==> config.mk <==
export PLATFORM = sky130hd
export DESIGN_NAME = utf8_byte_sanitizer_unit
export DESIGN_NICKNAME = d
export VERILOG_FILES = /design/src/hw/rtl/u8san_pkg.sv /design/src/hw/rtl/utf8_byte_sanitizer_unit.sv /design/src/hw/rtl/u8san_queue.sv /design/src/hw/rtl/u8san_front.sv /design/src/hw/rtl/u8san_back.sv
export VERILOG_INCLUDE_DIRS = /design/src /design/src/hw/rtl
export SDC_FILE = /design/constraint.sdc
export NUM_CORES = 1
export LEC_CHECK = 0
export BUFFER_PORTS_ARGS = -buffer_cell sky130_fd_sc_hd__buf_2
export CAP_MARGIN = 30
export CORE_UTILIZATION = 45
export DETAILED_ROUTE_END_ITERATION = 8
export HOLD_SLACK_MARGIN = 0.05
export PLACE_DENSITY_LB_ADDON = 0.15
export SLEW_MARGIN = 40
export SYNTH_ARGS = -nofsm -noshare
export SYNTH_HDL_FRONTEND = slang
export SYNTH_SLANG_ARGS = --single-unit
==> constraint.sdc <==
create_clock -name clk -period 3.7 [get_ports clk]
set_input_delay 0.925 -clock clk [delete_from_list [all_inputs] [get_ports clk]]
set_output_delay 0.925 -clock clk [all_outputs]
set_load 0.005 [all_outputs]
==> src/hw/rtl/utf8_byte_sanitizer_unit_macros.svh <==
// Assertion macros shared by the sanitizer RTL.
// Depends on nothing; modules using it provide clk and arst_n.
`ifndef UTF8_BYTE_SANITIZER_UNIT_MACROS_SVH
`define UTF8_BYTE_SANITIZER_UNIT_MACROS_SVH

`ifndef SYNTHESIS
// same-cycle implication
`define U8SAN_ASSERT_NOW(label, ante, cons, msg) \
	label: assert property (@(posedge clk) disable iff (!arst_n) (ante) |-> (cons)) \
		else $error(msg);
// next-cycle implication
`define U8SAN_ASSERT_NEXT(label, ante, cons, msg) \
	label: assert property (@(posedge clk) disable iff (!arst_n) (ante) |=> (cons)) \
		else $error(msg);
`else
`define U8SAN_ASSERT_NOW(label, ante, cons, msg)
`define U8SAN_ASSERT_NEXT(label, ante, cons, msg)
`endif

`endif

==> src/hw/rtl/u8san_pkg.sv <==
// Types, constants and lead classification for the UTF-8 byte sanitizer.
// Depends on nothing.
package u8san_pkg;

	localparam int COUNT_WIDTH = 16;
	localparam int TOTAL_W     = 16;
	localparam int EXT_W       = (COUNT_WIDTH > TOTAL_W) ? COUNT_WIDTH : TOTAL_W;
	localparam int QUEUE_DEPTH = 4;
	localparam int QUEUE_AW    = $clog2(QUEUE_DEPTH);

	localparam logic [7:0] DOT_CHAR  = 8'h2E;
	localparam logic [7:0] ASCII_TOP = 8'h7F;
	localparam logic [COUNT_WIDTH-1:0] COUNT_MAX = '1;

	typedef struct packed {
		logic [7:0] in_byte;
		logic       in_last;
	} item_t;

	typedef struct packed {
		logic [7:0]         out_byte;
		logic               out_last;
		logic [TOTAL_W-1:0] error_total;
	} result_t;

	// one request's worth of output bytes
	typedef struct packed {
		logic [3:0][7:0]    bytes;
		logic [1:0]         last_idx;
		logic               last;
		logic [TOTAL_W-1:0] error_total;
	} group_t;

	function automatic logic [1:0] lead_need(input logic [7:0] b);
		logic [1:0] n;
		n = 2'd0;
		if (b inside {[8'hC2:8'hDF]}) n = 2'd1;
		else if (b inside {[8'hE0:8'hEF]}) n = 2'd2;
		else if (b inside {[8'hF0:8'hF4]}) n = 2'd3;
		return n;
	endfunction

	function automatic logic [7:0] fix_cont(input logic [7:0] b);
		return {2'b10, b[5:0]};
	endfunction

	function automatic logic [TOTAL_W-1:0] to_total(input logic [COUNT_WIDTH-1:0] c);
		logic [EXT_W-1:0] ext;
		ext = EXT_W'(c);
		return ext[TOTAL_W-1:0];
	endfunction

endpackage

==> src/hw/rtl/utf8_byte_sanitizer_unit.sv <==
// Top level of the UTF-8 byte sanitizer: front, group queue and back.
// Depends on u8san_pkg, u8san_front, u8san_queue, u8san_back.
//
// One input byte is taken per cycle while full is low. Each byte yields zero
// to four output bytes, grouped per request and kept in a four-group queue;
// the back end delivers one output byte per cycle while pop is high and the
// queue is not empty. Full rises only when the queue holds four undelivered
// groups. Each group is registered into the queue when its request is taken
// and is presented once the groups ahead of it have been delivered.
module utf8_byte_sanitizer_unit
	import u8san_pkg::*;
(
	input  logic    clk,
	input  logic    arst_n,
	input  logic    push,
	output logic    full,
	input  item_t   item,
	output logic    empty,
	input  logic    pop,
	output result_t result
);

	logic   take;
	logic   grp_valid;
	group_t grp;
	group_t head;
	logic   q_rd;

	assign take = push && !full;

	u8san_front u_front (
		.clk       (clk),
		.arst_n    (arst_n),
		.take      (take),
		.item      (item),
		.grp_valid (grp_valid),
		.grp       (grp)
	);

	u8san_queue u_queue (
		.clk     (clk),
		.arst_n  (arst_n),
		.wr      (take && grp_valid),
		.wr_data (grp),
		.rd      (q_rd),
		.rd_data (head),
		.full    (full),
		.empty   (empty)
	);

	u8san_back u_back (
		.clk     (clk),
		.arst_n  (arst_n),
		.head    (head),
		.q_empty (empty),
		.pop     (pop),
		.q_rd    (q_rd),
		.result  (result)
	);

endmodule

==> src/hw/rtl/u8san_queue.sv <==
// Short group queue between the classifying front and the emitting back.
// Depends on u8san_pkg.
`include "utf8_byte_sanitizer_unit_macros.svh"

module u8san_queue
	import u8san_pkg::*;
(
	input  logic   clk,
	input  logic   arst_n,
	input  logic   wr,
	input  group_t wr_data,
	input  logic   rd,
	output group_t rd_data,
	output logic   full,
	output logic   empty
);

	group_t                mem_q [QUEUE_DEPTH];
	logic [QUEUE_AW-1:0]   wr_ptr_q;
	logic [QUEUE_AW-1:0]   rd_ptr_q;
	logic [QUEUE_AW:0]     count_q;
	logic                  do_wr;
	logic                  do_rd;

	assign full    = (count_q == (QUEUE_AW+1)'(QUEUE_DEPTH));
	assign empty   = (count_q == '0);
	assign do_wr   = wr && !full;
	assign do_rd   = rd && !empty;
	assign rd_data = mem_q[rd_ptr_q];

	always_ff @(posedge clk) begin
		if (do_wr) begin
			mem_q[wr_ptr_q] <= wr_data;
		end
	end

	always_ff @(posedge clk or negedge arst_n) begin
		if (!arst_n) begin
			wr_ptr_q <= '0;
			rd_ptr_q <= '0;
			count_q  <= '0;
		end else begin
			if (do_wr) wr_ptr_q <= (wr_ptr_q == QUEUE_AW'(QUEUE_DEPTH - 1)) ? '0 : wr_ptr_q + 1'b1;
			if (do_rd) rd_ptr_q <= (rd_ptr_q == QUEUE_AW'(QUEUE_DEPTH - 1)) ? '0 : rd_ptr_q + 1'b1;
			if (do_wr && !do_rd) count_q <= count_q + 1'b1;
			else if (do_rd && !do_wr) count_q <= count_q - 1'b1;
		end
	end

	`U8SAN_ASSERT_NOW(a_count_range, 1'b1, count_q <= (QUEUE_AW+1)'(QUEUE_DEPTH), "queue overfilled")
	`U8SAN_ASSERT_NEXT(a_count_dec, do_rd && !do_wr, count_q == $past(count_q) - 1'b1, "pop lost")
	`U8SAN_ASSERT_NEXT(a_count_inc, do_wr && !do_rd, count_q == $past(count_q) + 1'b1, "push lost")

endmodule

==> src/hw/rtl/u8san_front.sv <==
// Front end: classifies bytes, assembles sequences, counts errors.
// Depends on u8san_pkg.
`include "utf8_byte_sanitizer_unit_macros.svh"

module u8san_front
	import u8san_pkg::*;
(
	input  logic   clk,
	input  logic   arst_n,
	input  logic   take,
	input  item_t  item,
	output logic   grp_valid,
	output group_t grp
);

	logic [3:0][7:0]        held_q;
	logic [1:0]             need_q;
	logic [1:0]             cnt_q;
	logic [COUNT_WIDTH-1:0] err_q;

	logic [7:0]             b;
	logic [1:0]             lead_n;
	logic [1:0]             cnt_nx;
	logic                   done;
	logic [1:0]             inc;
	logic [3:0][7:0]        seq;
	logic [COUNT_WIDTH:0]   sum;
	logic [COUNT_WIDTH-1:0] err_nx;

	assign b      = item.in_byte;
	assign lead_n = lead_need(b);
	assign cnt_nx = cnt_q + 1'b1;
	assign done   = (need_q != 2'd0) && (cnt_nx == need_q);

	always_comb begin
		seq = held_q;
		seq[cnt_nx] = b;
		inc = 2'd0;
		grp_valid = 1'b0;
		grp.bytes = {4{DOT_CHAR}};
		grp.last_idx = 2'd0;
		if (need_q == 2'd0) begin
			if (b <= ASCII_TOP) begin
				grp_valid = 1'b1;
				grp.bytes[0] = b;
			end else if (lead_n == 2'd0 || item.in_last) begin
				grp_valid = 1'b1;
				inc = 2'd1;
			end
		end else if (done) begin
			grp_valid = 1'b1;
			grp.last_idx = need_q;
			grp.bytes[0] = held_q[0];
			for (int i = 1; i < 4; i++) begin
				grp.bytes[i] = fix_cont(seq[i]);
				if (i <= int'(need_q) && seq[i][7:6] != 2'b10) inc = inc + 2'd1;
			end
		end else if (item.in_last) begin
			grp_valid = 1'b1;
			inc = 2'd1;
		end
		sum = {1'b0, err_q} + (COUNT_WIDTH+1)'(inc);
		err_nx = (sum > {1'b0, COUNT_MAX}) ? COUNT_MAX : sum[COUNT_WIDTH-1:0];
		grp.last = item.in_last;
		grp.error_total = to_total(err_nx);
	end

	always_ff @(posedge clk) begin
		if (take) begin
			if (need_q == 2'd0) held_q[0] <= b;
			else held_q[cnt_nx] <= b;
		end
	end

	always_ff @(posedge clk or negedge arst_n) begin
		if (!arst_n) begin
			need_q <= 2'd0;
			cnt_q  <= 2'd0;
			err_q  <= '0;
		end else if (take) begin
			if (item.in_last) begin
				need_q <= 2'd0;
				cnt_q  <= 2'd0;
				err_q  <= '0;
			end else begin
				err_q <= err_nx;
				if (need_q == 2'd0) begin
					need_q <= (b <= ASCII_TOP) ? 2'd0 : lead_n;
					cnt_q  <= 2'd0;
				end else if (done) begin
					need_q <= 2'd0;
					cnt_q  <= 2'd0;
				end else begin
					cnt_q <= cnt_nx;
				end
			end
		end
	end

	`U8SAN_ASSERT_NOW(a_idle_cnt, need_q == 2'd0, cnt_q == 2'd0, "count set with no open sequence")
	`U8SAN_ASSERT_NOW(a_cnt_below, need_q != 2'd0, cnt_q < need_q, "sequence overran")
	`U8SAN_ASSERT_NEXT(a_text_end, take && item.in_last, need_q == 2'd0 && err_q == '0,
		"state not cleared at end of text")
	`U8SAN_ASSERT_NOW(a_last_emits, take && item.in_last, grp_valid, "final byte gave no output")

endmodule

==> src/hw/rtl/u8san_back.sv <==
// Back end: walks the head group of the queue and presents one byte at a time.
// Depends on u8san_pkg.
module u8san_back
	import u8san_pkg::*;
(
	input  logic    clk,
	input  logic    arst_n,
	input  group_t  head,
	input  logic    q_empty,
	input  logic    pop,
	output logic    q_rd,
	output result_t result
);

	logic [1:0] idx_q;
	logic       at_end;

	assign at_end = (idx_q == head.last_idx);
	assign q_rd   = pop && !q_empty && at_end;

	assign result.out_byte    = head.bytes[idx_q];
	assign result.out_last    = head.last && at_end;
	assign result.error_total = head.error_total;

	always_ff @(posedge clk or negedge arst_n) begin
		if (!arst_n) begin
			idx_q <= 2'd0;
		end else if (pop && !q_empty) begin
			idx_q <= at_end ? 2'd0 : idx_q + 1'b1;
		end
	end

endmodule

After elaboration in Yosys (flattened, before gate mapping)
Memory sizes are Yosys's and may differ from the RTL's.
Index checks and enable logic that the tools add are counted.

storage, ports and cells
  register bits = 61
  bits in latches = 0
  RAM bits = 204
  bits in read-only memories = 0
  input port bits = 13
  output and inout bits = 27
  memories kept = 1

cells by class
  add/sub/neg operators = 9
  multiply operators = 0
  div/mod/pow operators = 0
  $lt $le $gt $ge = 14
  eq/ne operators = 8
  shift-type cells = 0
  multiplexer cells = 47
  bitwise operators = 1
  reductions and logical operators = 30

memories
  name           depth  bits a word  read ports  clocked after Yosys merged registers in  wr ports  RTL line           RTL
  u_queue.mem_q  4      51           1           0                                        1         u8san_queue.sv:18  group_t mem_q [QUEUE_DEPTH];

operator list
  cell                                                        number
  two-way mux 2 bit                                           23
  two-way mux 8 bit                                           5
  two-way mux 34 bit                                          1
  bitwise mux 32 bit                                          1
  two-way mux 16 bit                                          2
  >= comparator 8 bit, second input constant                  3
  <= comparator 8 bit, second input constant                  3
  two-way mux 24 bit                                          1
  adder 16 x 2 -> 17 bit                                      1
  > comparator 17 x 16 -> 1 bit, second input constant        1
  logical AND 1 bit                                           17
  binary-select mux 8 bit (select 2 bit)                      1
  demux 8 bit (select 2 bit)                                  1
  adder 2 x 1 -> 2 bit, second input constant                 6
  two-way mux 1 bit                                           10
  <= comparator 8 x 7 -> 1 bit, second input constant         1
  less-than comparator 2 x 3 -> 1 bit, second input constant  2
  two-way mux 3 bit                                           2
  inequality test 2 bit, second input constant                3
  equality test 2 bit                                         2
  equality test 2 bit, second input constant                  2
  <= comparator 2 bit, first input constant                   2
  logical NOT 1 bit                                           4
  logical NOT 2 bit                                           2
  11 further kinds                                            13

Depth between registers and ports, before layout
  word-level depth = 23
  mapped depth = 18
  mapped depth without buffers = 16

By module
A second synthesis with hierarchy kept.

unflattened totals
  cells, all modules = 696
  area total of the unflattened synthesis = 11762.5 sq um

modules (own cells, without submodules)
  module                    times used  cells each  area an instance (sq um)  sequential area each (sq um)
  u8san_queue               1           304         7802.5                    6301.0
  u8san_front               1           349         3477.1                    1461.4
  u8san_back                1           41          467.9                     50.0
  utf8_byte_sanitizer_unit  1           2           15.0                      0.0

Worst setup path before layout
OpenSTA, ideal clock, no wires.

  kind = register to register
  start point = reg u_front.cnt_q[0]
  end point = mem u_queue.mem_q[0][13] (netlist name), data pin
  arrival = 3688 ps
  required time = 3414 ps
  path slack = -274 ps
  cell stages (with the launch flop) = 17
  period minus slack after synthesis = 3974 ps
  cells stage by stage = dfrtp_1 -> ha_1 -> clkbuf_1 -> mux2_2 -> o21ai_0 -> inv_1 -> ha_1 -> xnor2_1 -> a2111oi_2 -> ha_1 -> fa_1 -> and2_1 -> and3_2 -> nand3_4 -> buf_6 -> buf_2 -> o21ai_0

RTL lines
  what                    RTL line           RTL
  from (decl)             u8san_front.sv:18  logic [1:0] cnt_q;
  from (signal assigned)  u8san_front.sv:94  cnt_q <= cnt_nx;
  to (decl)               u8san_queue.sv:18

==> results.json <==
{
  "hold_path_class": "in2async",
  "drt-wirelength-per-cell_um": 20.5,
  "syn_area_per_cell_um2": 17.1,
  "power.density_mw_per_mm2": 696,
  "cts_tree": "done",
  "max_cap_violations": 0,
  "worst_ep_required_time_ns": 4.06,
  "placed_cell_area_mm2": 0.0115,
  "seq_area_frac_synth": 0.679,
  "setup_viol": 0,
  "share_comb_of_total_power": 0.267,
  "power.total_mw": 8.75,
  "synth-warning-count": 0,
  "critPathArrivalTime_ns": 3.99,
  "clock_latency_ns": 0.52,
  "cts-buffers-inserted": 26,
  "ys_ff_latch": 245,
  "intPower_mw": 6.29,
  "detailedRoute.firstIterationViolations": 341,
  "maxClockFrequency_ghz": 0.275,
  "timing.final.ws_setup_ns": 0.0690,
  "number_of_synthesized_flops_with_an_enable_pin": 216,
  "final_layout_size_suffix_gt1_frac": 0.359,
  "grt_max_degree": 47,
  "slew_headroom": 0.518,
  "finalCritPeriodShare": 0.981,
  "drt_pass1_iterations": 4,
  "route.detailed.drc": 0,
  "fin_tns_setup_ns": 0,
  "layout.cells.most_common": "edfxtp_1",
  "worst-setup-path-type": "reg2reg",
  "clkTransAtPathRegs_ns": 0.06,
  "syn-instance-count": 621,
  "dpl.hpwl_mm": 12.9,
  "drt-total-wl_mm": 21.5,
  "synth_async_sr_flop_share": 0.118,
  "dp_slack_ns": -0.499,
  "grt_remaining_overflow": 0,
  "routabilityCongestion": 0.774,
  "synth-main-ff-cell": "edfxtp_1",
  "start_util": 0.463,
  "port-buffer-count": 39,
  "setup_repair_after_global_routing_missed_its_margin": "true",
  "p_switching_mw": 2.46,
  "vdd.ir_drop.worst_uv": 534,
  "antenna_cells_inserted": 0,
  "final.setup_skew_ns": 0.0143,
  "slew_violations": 0,
  "synth_area_leaders": "edfxtp_1, mux4_2, dfrtp_1",
  "drt-vias-per-instance": 5.44,
  "cell_at_the_root_of_the_clock_tree": "clkbuf_16",
  "fin_crit_ns": 3.63,
  "clock_tree.buffer_depth": 3,
  "crit_slowest_cell": "dfrtp_2",
  "fp.dieArea_mm2": 0.0242,
  "tritoncts_num_sinks": 245,
  "worstPathCellList": "buf_4 -> ha_4 -> mux2_4 -> o21ai_2 -> inv_2 -> ha_4 -> xnor2_2 -> a2111oi_4 -> ha_2 -> fa_2 -> and2_4 -> and3_4 -> buf_6 -> and3_4 -> nor2_1 -> a21oi_2",
  "antenna_violating_nets_post_route": 0,
  "critPathMaxFanout": 8,
  "sw_frac_of_total": 0.281,
  "tightestPinTransition_ns": 0.723,
  "grt_first_pass_wirelength_mm": 33.9,
  "core_mm2": 0.0229,
  "synth_top_area_frac": 0.611,
  "antenna_violations_before_repair": 0,
  "via_count": 5710,
  "flow.area_growth_from_synthesis_pct": 18.4,
  "share_clk_of_total_power": 0.299,
  "worst-r2r-setup-slack_ns": 0.07,
  "sequentialPowerShare": 0.434,
  "postLayoutCellArea_mm2": 0.0126,
  "die-width_um": 156,
  "max_stage_delay_ns": 0.43,
  "number_of_global_route_vias_before_repair": 6017,
  "timing.critical_path.to_type": "flip-flop",
  "num_rows": 55,
  "mapped_cell_area_mm2": 0.0106,
  "htree_levels": 1,
  "die_height_um": 156,
  "power.static_leakage_nw": 4.43,
  "startpoint_type": "flip-flop",
  "fillers": 1807,
  "finalHoldViolations": 0,
  "synth_cell_type_count": 65,
  "synth.largest_area_cell": "edfxtp_1",
  "highest_count_cells_in_the_layout_ignoring_fill_and_taps": "edfxtp_1, buf_4, mux4_2, buf_2, clkbuf_16",
  "final_nets": 745,
  "num_io_pins": 40,
  "globalRouteTotalUtil": 0.185,
  "synth_fp_nets": 650,
  "run_status": "completed"
}
[synthesized netlist by cell type, types with 4 or more instances]
cell	n
o21ai_0	12
mux2i_1	11
nand2b_1	16
a31oi_1	5
a22o_1	5
nor3_1	6
ha_1	14
nor2_1	21
a21oi_1	22
buf_4	7
nand2_1	18
edfxtp_1	216
buf_2	9
clkbuf_1	12
mux4_2	44
nor2b_1	12
o22a_1	4
a211oi_1	7
inv_1	10
dfrtp_1	29
and2_1	27
and4_1	4
xnor2_1	14
mux2_2	27
xor2_1	6
o21a_1	4
and3_1	10
[power by group through the flow]
| stage | clock (mW) | combinational (mW) | sequential [mW] |
|---|---|---|---|
| after floorplan | 0 | 1.64 | 3.73 |
| after detailed placement | 0 | 2.36 | 3.86 |
| after global placement | 0 | 2.34 | 3.82 |
| after global routing | 2.78 | 2.56 | 3.84 |
| final | 2.62 | 2.33 | 3.80 |
| after CTS | 2.68 | 2.38 | 3.80 |
[critical path: cells and delay by family (launching register included)]
| family | cells | cell delay (ns) |
|---|---|---|
| fa+ha+maj | 4 | 0.86 |
| flops | 1 | 0.43 |
| compound gates | 3 | 0.71 |
| xor+xnor | 1 | 0.16 |
| buf+inv | 3 | 0.34 |
| mux | 1 | 0.31 |
| simple gates | 4 | 0.67 |
[cells by family (layout without fill, tap and decap cells)]
kind of cell               Yosys count  after routing  synth area share
DFF                                245            245             0.679
and+or+nand+nor                    133            134            0.0757
muxes                               84             84             0.135
AOI/OAI and AO/OA                   78             78            0.0514
buffers and inverters               45            159            0.0217
xor gates and xnor gates            20             20            0.0165
adders and majority gates           16             16            0.0203
[routing by layer]
layer	wire length (µm)	global-route usage	vias to the layer above
li1	-	-	2622
met1	10000	0.268	2936
met2	10200	0.297	133
met3	964	0.0272	19
met4	280	0.0420	0
met5	0	0	-
[worst paths after layout]
check,startpoint,end,cells after the start
worst min register to register,u_queue.count_q[2]$_DFFE_PN0P_,u_queue.count_q[2]$_DFFE_PN0P_,1
worst min-delay path,arst_n,u_queue.wr_ptr_q[0]$_DFFE_PN0P_,1
worst max-delay path,u_front.cnt_q[0]$_DFFE_PN0P_,u_queue.mem_q[3][14]$_DFFE_PP_,16
min in group clk,u_queue.count_q[2]$_DFFE_PN0P_,u_queue.count_q[2]$_DFFE_PN0P_,1
max in group asynchronous,arst_n,u_queue.rd_ptr_q[1]$_DFFE_PN0P_,1
worst max register to register,u_front.cnt_q[0]$_DFFE_PN0P_,u_queue.mem_q[3][14]$_DFFE_PP_,16
[cell type report]
type | instances | area (µm²) | area share
flip-flops and latches | 245 | 7220 | 0.574
clock buffers | 31 | 691 | 0.0550
inverters | 11 | 41.3 | 0.00329
well taps | 313 | 392 | 0.0312
multi-input cells | 332 | 3340 | 0.266
clock inverters | 17 | 179 | 0.0142
repair buffers | 100 | 709 | 0.0564
[repair_timing]
item	4_1_cts	5_1_grt
setup endpoints to repair	80	80
pin swaps	3	8
gates resized for setup	12	20
cloned	1	0
hold buffers	0	0
setup buffers	0	8
[registers in the layout (all words and copies together), names as in the netlist]
| signal | count |
|---|---|
| u_front.cnt_q | 2 |
| u_queue.count_q | 3 |
| u_queue.mem_q | 184 |
| u_queue.rd_ptr_q | 2 |
| u_front.err_q | 16 |
| u_front.held_q | 32 |
| u_back.idx_q | 2 |
| u_front.need_q | 2 |
| u_queue.wr_ptr_q | 2 |
[metrics by stage]
step	instances	util	hold WS, ns
after floorplan	621	-	0.454
after detailed placement	992	0.502	0.479
after global routing	1049	0.548	0.351
final	1049	0.548	0.336
after global placement	992	0.502	0.469
after CTS	1041	0.542	0.480
Power figures use the tool's default switching activity.
